===== src/design/ritoa_pkg.sv =====
`timescale 1ns / 1ps

package ritoa_pkg;

  localparam int VALUE_WIDTH_DEF = 16;
  localparam int QUEUE_DEPTH_DEF = 2;

  // restoring divider: quotient bits resolved per clock
  localparam int DIV_STEPS = 8;

  localparam int RADIX_W = 6;
  localparam int CHAR_W  = 7;

  localparam logic [RADIX_W-1:0] RADIX_RESET = 6'd10;
  localparam logic [RADIX_W-1:0] RADIX_MIN   = 6'd2;
  localparam logic [RADIX_W-1:0] RADIX_MAX   = 6'd36;

  localparam logic [RADIX_W-1:0] DIGIT_NINE = 6'd9;
  localparam logic [RADIX_W-1:0] DIGIT_TEN  = 6'd10;

  localparam logic [CHAR_W-1:0] CH_ZERO    = 7'd48;
  localparam logic [CHAR_W-1:0] CH_LOWER_A = 7'd97;

  function automatic logic [CHAR_W-1:0] digit_char(input logic [RADIX_W-1:0] d);
    logic [CHAR_W-1:0] c;
    if (d > DIGIT_NINE) begin
      c = CH_LOWER_A + CHAR_W'(d - DIGIT_TEN);
    end else begin
      c = CH_ZERO + CHAR_W'(d);
    end
    return c;
  endfunction

endpackage


===== src/design/radix_integer_to_ascii_top.sv =====
`timescale 1ns / 1ps

// Unsigned integer to ASCII text, radix 2 to 36.
//
// Input channel: a request (value) is taken on a clock edge with push high
// and full low. A small queue sits behind the input, so requests are taken
// while the converter is still busy or a character waits to be popped.
// Config: cfg_write loads cfg_data as the radix, clamped to 2..36 (reset 10).
// Write it only while the block has nothing in flight.
// Output channel: while empty is low, character/last hold the oldest digit,
// most significant first; pop with empty low takes it. last marks the final
// (least significant) digit. Zero converts to a single '0'.
// A request passes through the queue, then one division per digit in the
// shared restoring divider, which resolves 8 quotient bits per clock; then
// the first digit is loaded into the output register and the digits are
// read out. If the receiver stalls, the output register holds and digit
// readout waits; the queue keeps taking requests until full.
// Reset (rst, synchronous) empties the queue, idles the sequencer and
// restores the radix to 10.

module radix_integer_to_ascii_top #(
  parameter int VALUE_WIDTH = ritoa_pkg::VALUE_WIDTH_DEF,
  parameter int QUEUE_DEPTH = ritoa_pkg::QUEUE_DEPTH_DEF
) (
  input  logic                          clk,
  input  logic                          rst,
  input  logic                          push,
  output logic                          full,
  input  logic [VALUE_WIDTH-1:0]        value,
  input  logic                          cfg_write,
  input  logic [ritoa_pkg::RADIX_W-1:0] cfg_data,
  output logic                          empty,
  input  logic                          pop,
  output logic [ritoa_pkg::CHAR_W-1:0]  character,
  output logic                          last
);

  // queue entry: {zero flag, radix, value}
  localparam int ITEM_W = VALUE_WIDTH + ritoa_pkg::RADIX_W + 1;

  logic                          q_wr;
  logic [ITEM_W-1:0]             q_wr_data;
  logic                          q_full;
  logic                          q_rd;
  logic [ITEM_W-1:0]             q_rd_data;
  logic                          q_empty;

  logic                          div_start;
  logic [VALUE_WIDTH-1:0]        div_dividend;
  logic [ritoa_pkg::RADIX_W-1:0] div_divisor;
  logic                          div_done;
  logic [VALUE_WIDTH-1:0]        div_quotient;
  logic [ritoa_pkg::RADIX_W-1:0] div_remainder;

  // front: radix register, zero detect, enqueue
  ritoa_front #(
    .VALUE_WIDTH (VALUE_WIDTH)
  ) u_front (
    .clk       (clk),
    .rst       (rst),
    .push      (push),
    .full      (full),
    .value     (value),
    .cfg_write (cfg_write),
    .cfg_data  (cfg_data),
    .q_wr      (q_wr),
    .q_data    (q_wr_data),
    .q_full    (q_full)
  );

  ritoa_queue #(
    .WIDTH (ITEM_W),
    .DEPTH (QUEUE_DEPTH)
  ) u_queue (
    .clk     (clk),
    .rst     (rst),
    .wr_en   (q_wr),
    .wr_data (q_wr_data),
    .full    (q_full),
    .rd_en   (q_rd),
    .rd_data (q_rd_data),
    .empty   (q_empty)
  );

  // digit extraction: one remainder per division
  ritoa_divider #(
    .VALUE_WIDTH (VALUE_WIDTH)
  ) u_divider (
    .clk       (clk),
    .rst       (rst),
    .start     (div_start),
    .dividend  (div_dividend),
    .divisor   (div_divisor),
    .done      (div_done),
    .quotient  (div_quotient),
    .remainder (div_remainder)
  );

  // back: sequencer, digit store, reversed readout into output register
  ritoa_back #(
    .VALUE_WIDTH (VALUE_WIDTH)
  ) u_back (
    .clk           (clk),
    .rst           (rst),
    .q_empty       (q_empty),
    .q_rd          (q_rd),
    .q_data        (q_rd_data),
    .div_start     (div_start),
    .div_dividend  (div_dividend),
    .div_divisor   (div_divisor),
    .div_done      (div_done),
    .div_quotient  (div_quotient),
    .div_remainder (div_remainder),
    .pop           (pop),
    .empty         (empty),
    .character     (character),
    .last          (last)
  );

endmodule


===== src/design/ritoa_queue.sv =====
`timescale 1ns / 1ps

module ritoa_queue #(
  parameter int WIDTH = 8,
  parameter int DEPTH = ritoa_pkg::QUEUE_DEPTH_DEF
) (
  input  logic             clk,
  input  logic             rst,
  input  logic             wr_en,
  input  logic [WIDTH-1:0] wr_data,
  output logic             full,
  input  logic             rd_en,
  output logic [WIDTH-1:0] rd_data,
  output logic             empty
);

  localparam int PTR_W = (DEPTH > 1) ? $clog2(DEPTH) : 1;
  localparam int CNT_W = $clog2(DEPTH + 1);

  logic [WIDTH-1:0] mem [DEPTH];
  logic [PTR_W-1:0] wr_ptr;
  logic [PTR_W-1:0] rd_ptr;
  logic [CNT_W-1:0] count;

  assign full    = (count == CNT_W'(DEPTH));
  assign empty   = (count == '0);
  assign rd_data = mem[rd_ptr];

  function automatic logic [PTR_W-1:0] ptr_inc(input logic [PTR_W-1:0] p);
    logic [PTR_W-1:0] n;
    if (p == PTR_W'(DEPTH - 1)) begin
      n = '0;
    end else begin
      n = p + 1'b1;
    end
    return n;
  endfunction

  always_ff @(posedge clk) begin
    if (rst) begin
      wr_ptr <= '0;
      rd_ptr <= '0;
      count  <= '0;
    end else begin
      if (wr_en) begin
        wr_ptr <= ptr_inc(wr_ptr);
      end
      if (rd_en) begin
        rd_ptr <= ptr_inc(rd_ptr);
      end
      if (wr_en && !rd_en) begin
        count <= count + 1'b1;
      end else if (rd_en && !wr_en) begin
        count <= count - 1'b1;
      end
    end
  end

  always_ff @(posedge clk) begin
    if (wr_en) begin
      mem[wr_ptr] <= wr_data;
    end
  end

endmodule


===== src/design/ritoa_front.sv =====
`timescale 1ns / 1ps

module ritoa_front #(
  parameter int VALUE_WIDTH = ritoa_pkg::VALUE_WIDTH_DEF
) (
  input  logic                                    clk,
  input  logic                                    rst,
  input  logic                                    push,
  output logic                                    full,
  input  logic [VALUE_WIDTH-1:0]                  value,
  input  logic                                    cfg_write,
  input  logic [ritoa_pkg::RADIX_W-1:0]           cfg_data,
  output logic                                    q_wr,
  output logic [VALUE_WIDTH+ritoa_pkg::RADIX_W:0] q_data,
  input  logic                                    q_full
);

  logic [ritoa_pkg::RADIX_W-1:0] radix;
  logic [ritoa_pkg::RADIX_W-1:0] radix_next;
  logic                          is_zero;

  // clamp on write so the back end never sees a bad base
  always_comb begin
    radix_next = cfg_data;
    if (cfg_data < ritoa_pkg::RADIX_MIN) begin
      radix_next = ritoa_pkg::RADIX_MIN;
    end else if (cfg_data > ritoa_pkg::RADIX_MAX) begin
      radix_next = ritoa_pkg::RADIX_MAX;
    end
  end

  always_ff @(posedge clk) begin
    if (rst) begin
      radix <= ritoa_pkg::RADIX_RESET;
    end else if (cfg_write) begin
      radix <= radix_next;
    end
  end

  // zero skips the divider entirely
  assign is_zero = (value == '0);
  assign full    = q_full;
  assign q_wr    = push && !q_full;
  assign q_data  = {is_zero, radix, value};

endmodule


===== src/design/ritoa_divider.sv =====
`timescale 1ns / 1ps

module ritoa_divider #(
  parameter int VALUE_WIDTH = ritoa_pkg::VALUE_WIDTH_DEF
) (
  input  logic                          clk,
  input  logic                          rst,
  input  logic                          start,
  input  logic [VALUE_WIDTH-1:0]        dividend,
  input  logic [ritoa_pkg::RADIX_W-1:0] divisor,
  output logic                          done,
  output logic [VALUE_WIDTH-1:0]        quotient,
  output logic [ritoa_pkg::RADIX_W-1:0] remainder
);

  localparam int STEPS = ritoa_pkg::DIV_STEPS;
  localparam int RW    = ritoa_pkg::RADIX_W;
  localparam int CYC   = (VALUE_WIDTH + STEPS - 1) / STEPS;
  localparam int DIV_W = CYC * STEPS;
  localparam int CNT_W = $clog2(CYC + 1);

  logic             busy;
  logic [CNT_W-1:0] cnt;
  logic [DIV_W-1:0] dvd;
  logic [RW-1:0]    rem;
  logic [RW-1:0]    dsr;
  logic [DIV_W-1:0] dvd_next;
  logic [RW-1:0]    rem_next;

  // STEPS restoring steps per clock; quotient bits shift in at the bottom
  always_comb begin
    logic [RW:0] t;
    dvd_next = dvd;
    rem_next = rem;
    for (int i = 0; i < STEPS; i++) begin
      t        = {rem_next, dvd_next[DIV_W-1]};
      dvd_next = {dvd_next[DIV_W-2:0], 1'b0};
      if (t >= {1'b0, dsr}) begin
        t           = t - {1'b0, dsr};
        dvd_next[0] = 1'b1;
      end
      rem_next = t[RW-1:0];
    end
  end

  assign done      = busy && (cnt == CNT_W'(1));
  assign quotient  = dvd_next[VALUE_WIDTH-1:0];
  assign remainder = rem_next;

  always_ff @(posedge clk) begin
    if (rst) begin
      busy <= 1'b0;
      cnt  <= '0;
    end else if (start) begin
      busy <= 1'b1;
      cnt  <= CNT_W'(CYC);
    end else if (busy) begin
      cnt <= cnt - 1'b1;
      if (cnt == CNT_W'(1)) begin
        busy <= 1'b0;
      end
    end
  end

  always_ff @(posedge clk) begin
    if (start) begin
      dvd <= DIV_W'(dividend);
      rem <= '0;
      dsr <= divisor;
    end else if (busy) begin
      dvd <= dvd_next;
      rem <= rem_next;
    end
  end

endmodule


===== src/design/ritoa_back.sv =====
`timescale 1ns / 1ps

module ritoa_back #(
  parameter int VALUE_WIDTH = ritoa_pkg::VALUE_WIDTH_DEF
) (
  input  logic                                    clk,
  input  logic                                    rst,
  input  logic                                    q_empty,
  output logic                                    q_rd,
  input  logic [VALUE_WIDTH+ritoa_pkg::RADIX_W:0] q_data,
  output logic                                    div_start,
  output logic [VALUE_WIDTH-1:0]                  div_dividend,
  output logic [ritoa_pkg::RADIX_W-1:0]           div_divisor,
  input  logic                                    div_done,
  input  logic [VALUE_WIDTH-1:0]                  div_quotient,
  input  logic [ritoa_pkg::RADIX_W-1:0]           div_remainder,
  input  logic                                    pop,
  output logic                                    empty,
  output logic [ritoa_pkg::CHAR_W-1:0]            character,
  output logic                                    last
);

  localparam int RW    = ritoa_pkg::RADIX_W;
  localparam int IDX_W = $clog2(VALUE_WIDTH);
  localparam int CNT_W = $clog2(VALUE_WIDTH + 1);

  typedef enum logic [2:0] {
    S_IDLE = 3'b001,
    S_DIV  = 3'b010,
    S_EMIT = 3'b100
  } back_state_t;

  back_state_t state;
  back_state_t state_next;

  logic [RW-1:0]          digit_store [VALUE_WIDTH];
  logic [CNT_W-1:0]       digit_count;
  logic [IDX_W-1:0]       rd_idx;
  logic [RW-1:0]          cur_radix;
  logic                   out_valid;

  logic [VALUE_WIDTH-1:0] item_value;
  logic [RW-1:0]          item_radix;
  logic                   item_zero;

  logic                   st_we;
  logic [IDX_W-1:0]       st_addr;
  logic [RW-1:0]          st_data;
  logic                   load_out;

  assign item_value = q_data[VALUE_WIDTH-1:0];
  assign item_radix = q_data[VALUE_WIDTH+RW-1:VALUE_WIDTH];
  assign item_zero  = q_data[VALUE_WIDTH+RW];

  always_comb begin
    state_next   = state;
    q_rd         = 1'b0;
    div_start    = 1'b0;
    div_dividend = item_value;
    div_divisor  = item_radix;
    st_we        = 1'b0;
    st_addr      = digit_count[IDX_W-1:0];
    st_data      = div_remainder;
    load_out     = 1'b0;
    case (state)
      S_IDLE: begin
        if (!q_empty) begin
          q_rd = 1'b1;
          if (item_zero) begin
            st_we      = 1'b1;
            st_addr    = '0;
            st_data    = '0;
            state_next = S_EMIT;
          end else begin
            div_start  = 1'b1;
            state_next = S_DIV;
          end
        end
      end
      S_DIV: begin
        div_dividend = div_quotient;
        div_divisor  = cur_radix;
        if (div_done) begin
          st_we = 1'b1;
          if (div_quotient == '0) begin
            state_next = S_EMIT;
          end else begin
            div_start = 1'b1;
          end
        end
      end
      S_EMIT: begin
        load_out = !out_valid || pop;
        if (load_out && (rd_idx == '0)) begin
          state_next = S_IDLE;
        end
      end
      default: begin
        state_next = S_IDLE;
      end
    endcase
  end

  always_ff @(posedge clk) begin
    if (rst) begin
      state       <= S_IDLE;
      digit_count <= '0;
      rd_idx      <= '0;
      out_valid   <= 1'b0;
    end else begin
      state <= state_next;
      if (state == S_IDLE && !q_empty) begin
        digit_count <= '0;
        rd_idx      <= '0;
      end else if (state == S_DIV && div_done) begin
        digit_count <= digit_count + 1'b1;
        rd_idx      <= digit_count[IDX_W-1:0];
      end else if (load_out && (rd_idx != '0)) begin
        rd_idx <= rd_idx - 1'b1;
      end
      if (load_out) begin
        out_valid <= 1'b1;
      end else if (pop) begin
        out_valid <= 1'b0;
      end
    end
  end

  always_ff @(posedge clk) begin
    if (st_we) begin
      digit_store[st_addr] <= st_data;
    end
    if (state == S_IDLE && !q_empty) begin
      cur_radix <= item_radix;
    end
    if (load_out) begin
      character <= ritoa_pkg::digit_char(digit_store[rd_idx]);
      last      <= (rd_idx == '0);
    end
  end

  assign empty = !out_valid;

endmodule


===== config.mk =====
export PLATFORM = sky130hd
export DESIGN_NAME = radix_integer_to_ascii_top
export DESIGN_NICKNAME = d
export VERILOG_FILES = /design/src/design/ritoa_pkg.sv /design/src/design/radix_integer_to_ascii_top.sv /design/src/design/ritoa_queue.sv /design/src/design/ritoa_front.sv /design/src/design/ritoa_divider.sv /design/src/design/ritoa_back.sv
export SDC_FILE = /design/constraint.sdc
export NUM_CORES = 1
export LEC_CHECK = 0
export ABC_AREA = 1
export BUFFER_PORTS_ARGS = -buffer_cell sky130_fd_sc_hd__buf_4
export CAP_MARGIN = 40
export CORE_MARGIN = 3
export CORE_UTILIZATION = 59
export DETAILED_ROUTE_END_ITERATION = 10
export HOLD_SLACK_MARGIN = 0.03
export PLACE_DENSITY = 0.76
export SETUP_SLACK_MARGIN = 0.15
export SLEW_MARGIN = 20
export SYNTH_ARGS = -nofsm -noshare
export SYNTH_HDL_FRONTEND = slang
export SYNTH_HIERARCHICAL = 1
export SYNTH_SLANG_ARGS = --single-unit

===== constraint.sdc =====
create_clock -name clk -period 19.2 [get_ports clk]
set_input_delay 0.96 -clock clk [delete_from_list [all_inputs] [get_ports clk]]
set_output_delay 0.96 -clock clk [all_outputs]
set_load 0.01 [all_outputs]

== Word-level counts from Yosys, hierarchy flattened ==
Memories as Yosys holds them, arrays and structs flattened. A register that Yosys moved wholly into a read port is not among the register bits.
Cells that the tools add are included.

* Bits in registers: 68
* Memory bits (writable): 142
* Bits of input ports: 27
* Output and inout port bits: 10
* Word-level logic and storage cells: 151
* Memories kept: 2

* Add/subtract/negate cells: 18
* $lt $le $gt $ge: 11
* Eq/ne operators: 9
* Muxes and demuxes: 68
* Reductions and logical operators: 26

{| class="wikitable"
|+ Memories
! name !! depth !! width !! rd ports !! clocked after memory_dff !! wr ports !! RTL line !! text
|-
| u_back.digit_store || 16 || 6 || 1 || 1 || 1 || ritoa_back.sv:36 || <nowiki>logic [RW-1:0] digit_store [VALUE_WIDTH];</nowiki>
|-
| u_queue.mem || 2 || 23 || 1 || 1 || 1 || ritoa_queue.sv:20 || <nowiki>logic [WIDTH-1:0] mem [DEPTH];</nowiki>
|}

{| class="wikitable"
|+ Operator list
! kind !! number
|-
| 2-to-1 mux 6 bit || 14
|-
| >= comparator 7 x 6 -> 1 bit || 8
|-
| 2-to-1 mux 16 bit || 3
|-
| subtractor 6 bit || 8
|-
| zero test 16 bit || 2
|-
| 2-to-1 mux 1 bit || 31
|-
| 2-to-1 mux 4 bit || 7
|-
| 2-to-1 mux 3 bit || 5
|-
| case mux 3 bit (3 select lines) || 1
|-
| logical AND 1 bit || 8
|-
| 2-to-1 mux 2 bit || 4
|-
| nonzero test 2 bit || 4
|-
| adder 6 x 6 -> 7 bit (first input constant) || 1
|-
| adder 7 bit (first input constant) || 1
|-
| 2-to-1 mux 7 bit || 1
|-
| subtractor 6 x 4 -> 7 bit (second input constant) || 1
|-
| greater-than comparator 6 x 4 -> 1 bit (second input constant) || 1
|-
| greater-than comparator 6 bit (second input constant) || 1
|-
| less-than comparator 6 x 2 -> 1 bit (second input constant) || 1
|-
| inequality test 2 x 1 -> 1 bit (second input constant) || 3
|-
| adder 5 x 1 -> 5 bit (second input constant) || 1
|-
| zero test 1 bit || 5
|-
| zero test 4 bit || 1
|-
| case mux 1 bit (2 select lines) || 2
|-
| 15 further kinds || 18
|}

== Longest topological paths before layout ==
* Depth after elaboration: 21
* Depth in mapped cells: 94
* Gate-level depth less buffers: 87

== Cells and area by module ==
The synthesis kept the hierarchy.

{| class="wikitable"
|+ Modules (own cells, without submodules)
! module !! times used !! cells an instance !! area an instance (sq um) !! seq. area each (sq um)
|-
| ritoa_back || 1 || 591 || 5825.6 || 3623.5
|-
| ritoa_divider || 1 || 566 || 4081.4 || 840.8
|-
| ritoa_queue || 1 || 104 || 1889.3 || 1481.4
|-
| ritoa_front || 1 || 67 || 471.7 || 120.1
|}

== Least setup slack after synthesis ==
No wires, ideal clock.

* Path type: register to register
* From: reg u_divider.dsr[1]
* To: reg u_divider.dvd[0], enable pin
* Setup time: 0.329 ns
* Arrival time: 13.089 ns
* Path slack: 5.783 ns
* Stages on the path, launching flop included: 87
* Path through: edfxtp_1 > inv_1 > ha_1 > nand2_1 > inv_1 > nand2_1 > nand2_2 > nand2_2 > nand3_4 > inv_4 > nand2_1 > nand2_1 > inv_1 > ha_1 > nand2_1 > nand2_1 > a21o_1 > a21oi_1 > [... 51 more ...] > nand3_4 > buf_6 > o21ai_2 > inv_1 > ha_1 > a21oi_1 > nand2_1 > a21oi_1 > inv_1 > a21oi_1 > o21a_1 > nand3_4 > nor4_1 > nand4_1 > nand2_1 > nand2_1 > nor2_1 > inv_1

* Elaborated cells on any way between the ends: 35

{| class="wikitable"
|+ RTL lines
! what !! RTL line !! text
|-
| from (decl) || ritoa_divider.sv:26 || <nowiki>logic [RW-1:0] dsr;</nowiki>
|-
| from (signal assigned) || ritoa_divider.sv:69 || <nowiki>dsr <= divisor;</nowiki>
|-
| >= comparator 7 x 6 -> 1 bit || ritoa_divider.sv:38 || <nowiki>if (t >= {1'b0, dsr}) begin</nowiki>
|-
| 2-to-1 mux 1 bit || ritoa_divider.sv:38 ||
|-
| named net div_quotient[7] || radix_integer_to_ascii_top.sv:52 || <nowiki>logic [VALUE_WIDTH-1:0] div_quotient;</nowiki>
|-
| zero test 16 bit || ritoa_back.sv:85 || <nowiki>if (div_quotient == '0) begin</nowiki>
|-
| 2-to-1 mux 1 bit || ritoa_back.sv:85 ||
|-
| 2-to-1 mux 1 bit || ritoa_back.sv:83 || <nowiki>if (div_done) begin</nowiki>
|-
| case mux 1 bit (2 select lines) || ritoa_back.sv:65 || <nowiki>case (state)</nowiki>
|-
| named net div_start || radix_integer_to_ascii_top.sv:48 || <nowiki>logic div_start;</nowiki>
|-
| nonzero test 2 bit (no line) || n/a ||
|-
| to (signal assigned) || ritoa_divider.sv:67 || <nowiki>dvd <= DIV_W'(dividend);</nowiki>
|-
| to (signal assigned) || ritoa_divider.sv:71 || <nowiki>dvd <= dvd_next;</nowiki>
|-
| to (decl) || ritoa_divider.sv:24 || <nowiki>logic [DIV_W-1:0] dvd;</nowiki>
|}

The timed path passes the listed nets, and every way through them passes these cells.
A chain may end at the register's enable or synchronous reset.

== Worst setup path after layout ==
* From: reg u_divider.dsr[1]
* To: reg u_divider.dvd[13], enable pin

Same word-level chain as after synthesis.

==> results.py <==
metrics = {
    "global_routing": {
        "grt_pass1_wl_mm": 42.8,
        "grt-ovfl-total": 0,
        "grt_start_max_net_pins": 53,
        "grt_pass1_vias": 8456,
        "antenna_found_initial": 0,
        "grtUsageTotal": 0.237,
    },
    "cells_and_area": {
        "layout_commonest_cell": "nand2_1",
        "diodes": 0,
        "syn_to_final_growth_pct": 7.45,
        "final_nets": 1439,
        "final_cell_mix": "nand2_1, edfxtp_1, inv_1",
        "final_area_um2": 13200,
        "num-fill-cells": 1633,
        "drive_gt1_frac": 0.127,
        "seq_area_um2": 6070,
        "multi_input_area_um2": 5140,
    },
    "timing": {
        "final_hold_viol_count": 0,
        "period_minus_slack_ps": 15600,
        "tightest_slew_ps": 812,
        "fmaxAchievable_mhz": 64.1,
        "fin_skew_ps": 26.1,
        "post-route-period-util": 0.812,
        "maxSlewHeadroom": 0.457,
        "drv_slew": 0,
        "setup_viol": 0,
        "setup-tns-final_ps": 0,
        "rsz0062_at_grt": "false",
    },
    "floorplan": {
        "core_um2": 20400,
        "ios": 37,
        "die_width_um": 150,
        "rows": 52,
        "initial_core_util": 0.602,
        "fp.dieH_um": 150,
        "die_area_um2": 22600,
    },
    "route": {
        "vias": 9032,
        "wl_mm": 26.5,
        "postRouteAntennaNets": 0,
        "vias_per_cell": 5.54,
        "dr.first_iter.drc_count": 878,
        "wire_per_inst_um": 16.3,
        "firstDrtPassIters": 5,
        "drc": 0,
    },
    "clock_network": {
        "cts_sinks": 214,
        "cts_tree": "done",
        "htree_levels": 1,
        "cts_setup_buffers": 0,
        "cts.clk_slew.worst_paths_ps": 60,
        "clock-root-buffer": "clkbuf_16",
        "cts_buffers": 21,
        "clk_latency_ps": 510,
        "cts_resized": 0,
        "ctsLongestPathBuffers": 3,
        "holdBufCountCts": 0,
    },
    "worst_setup_path": {
        "crit_path_top_delay_cell": "edfxtp_1",
        "crit_path_frequent_cell": "nand2_1",
        "cp_max_fo": 16,
        "worstPathArrival_ps": 15720,
        "endpoint_kind": "flop",
        "worst_setup_path_start_kind": "flop",
        "cpPeakStageDelay_ps": 630,
        "critPathKind": "reg -> reg",
        "crit_required_ps": 19330,
    },
    "logic_synthesis": {
        "synth_mux_area_frac": 0.0211,
        "synth_nets": 1423,
        "syn-mean-instance-area_um2": 9.24,
        "synth-compound-area-share": 0.0741,
        "ys_types": 50,
        "synthAdderAreaFrac": 0.0742,
        "ys_warn_count": 6,
        "synth_seq_cells": 214,
        "ys_seq_area_frac": 0.494,
        "synth_top_family_by_area": "simple AND/OR/NAND/NOR gates",
        "syn_inst": 1328,
        "synth-simple-area-share": 0.225,
        "syn-cell-area_um2": 12300,
        "synthXorXnorAreaFrac": 0.0243,
    },
    "run": {
        "maxCapViolCount": 0,
    },
    "placement": {
        "io_buffers": 36,
        "placed_area_um2": 12600,
        "hpwl_mm": 19.1,
        "place_congestion": 0.931,
    },
    "status": {
        "status": "complete, no violations",
    },
    "worst_hold_path": {
        "hold_class": "reg -> reg",
    },
}
[cells by family after synthesis]
group                    count (synthesis)
adder cells (fa/ha/maj)                 68
AO/OA/AOI/OAI                          156
XOR/XNOR                                34
multiplexers                            23
AND/OR/NAND/NOR                        614
buffers and inverters                  219
flip-flops                             214
[worst paths after layout]
| kind | start | to | slack [ps] | cells past startpoint |
|---|---|---|---|---|
| setup / recovery | u_divider/dsr[1] | u_divider/dvd[13] | 3600 | 83 |
| hold / removal | u_front/radix[4] | u_queue/mem[1][20] | 450 | 0 |
| setup reg to reg | u_divider/dsr[1] | u_divider/dvd[13] | 3600 | 83 |
| hold reg to reg | u_front/radix[4] | u_queue/mem[1][20] | 450 | 0 |
[layout make-up]
class / instances / area share
clock inverters: 10 / 0.00589
inverters: 161 / 0.0468
multi-input cells: 895 / 0.390
well taps: 270 / 0.0256
clock buffers: 28 / 0.0419
flip-flops and latches: 214 / 0.460
repair buffers: 51 / 0.0300
[per-layer routing]
metal  global-route usage  vias to the layer above  part of all wire
li1                     -                     4454                 -
met4               0.0599                        0             0.016
met2                0.368                      332              0.46
met1                0.348                     4206              0.44
met3               0.0452                       40             0.085
met5                    0                        -                 0
[flip-flops by register name, summed over array words and instances (netlist names), 2 cells and up, named ones only]
signal and flops:
u_divider/dsr 6, u_back/rd_idx 4, u_queue/count 2, u_queue/mem 46, u_back/digit_store 96, u_back/character 7
u_divider/cnt 2, u_front/radix 6, u_divider/rem 6, u_divider/dvd 16, u_back/cur_radix 6, u_back/digit_count 4
u_back/state 3
[critical path, delay by kind of cell (launching register included)]
family                     cells  cell delay (ps)
and+or+nand+nor               32             4710
AOI/OAI and AO/OA             30             5550
buffers and inverters         13             1720
DFF                            1              630
adders and majority gates      8             2590
[synth_stat cells (all sizes together)]
cell | number | area share
a211oi | 7 | 0.0043
a21o | 2 | 0.0012
a21oi | 42 | 0.017
a221oi | 1 | 0.00071
a31o | 2 | 0.0014
a31oi | 7 | 0.0036
and2 | 5 | 0.0025
buf | 50 | 0.034
clkbuf | 8 | 0.0024
clkinv | 3 | 0.00092
dfxtp | 36 | 0.059
edfxtp | 178 | 0.44
fa | 8 | 0.013
ha | 60 | 0.061
inv | 158 | 0.049
mux2 | 23 | 0.021
nand2 | 355 | 0.11
nand3 | 95 | 0.047
nand3b | 4 | 0.0024
nand4 | 6 | 0.0031
nor2 | 127 | 0.045
nor3 | 11 | 0.0053
nor4 | 11 | 0.0056
o211ai | 7 | 0.0047
o21a | 4 | 0.0024
o21ai | 72 | 0.031
o21bai | 4 | 0.0024
o221ai | 5 | 0.0036
o22ai | 1 | 0.00051
o31ai | 2 | 0.0012
xnor2 | 14 | 0.010
xor2 | 20 | 0.014
[through the flow]
step	hold WS (ps)	setup WS [ps]	utilization	instances
global route	471	1980	0.647	1629
floorplan	420	5780	-	1328
finish	452	3600	0.647	1629
global placement	433	4370	0.613	1583
detailed placement	439	3790	0.616	1591
CTS	454	3730	0.647	1629
Power is not shown: default switching activity piles up to over one toggle a cycle in this logic, so the estimate is an artifact.
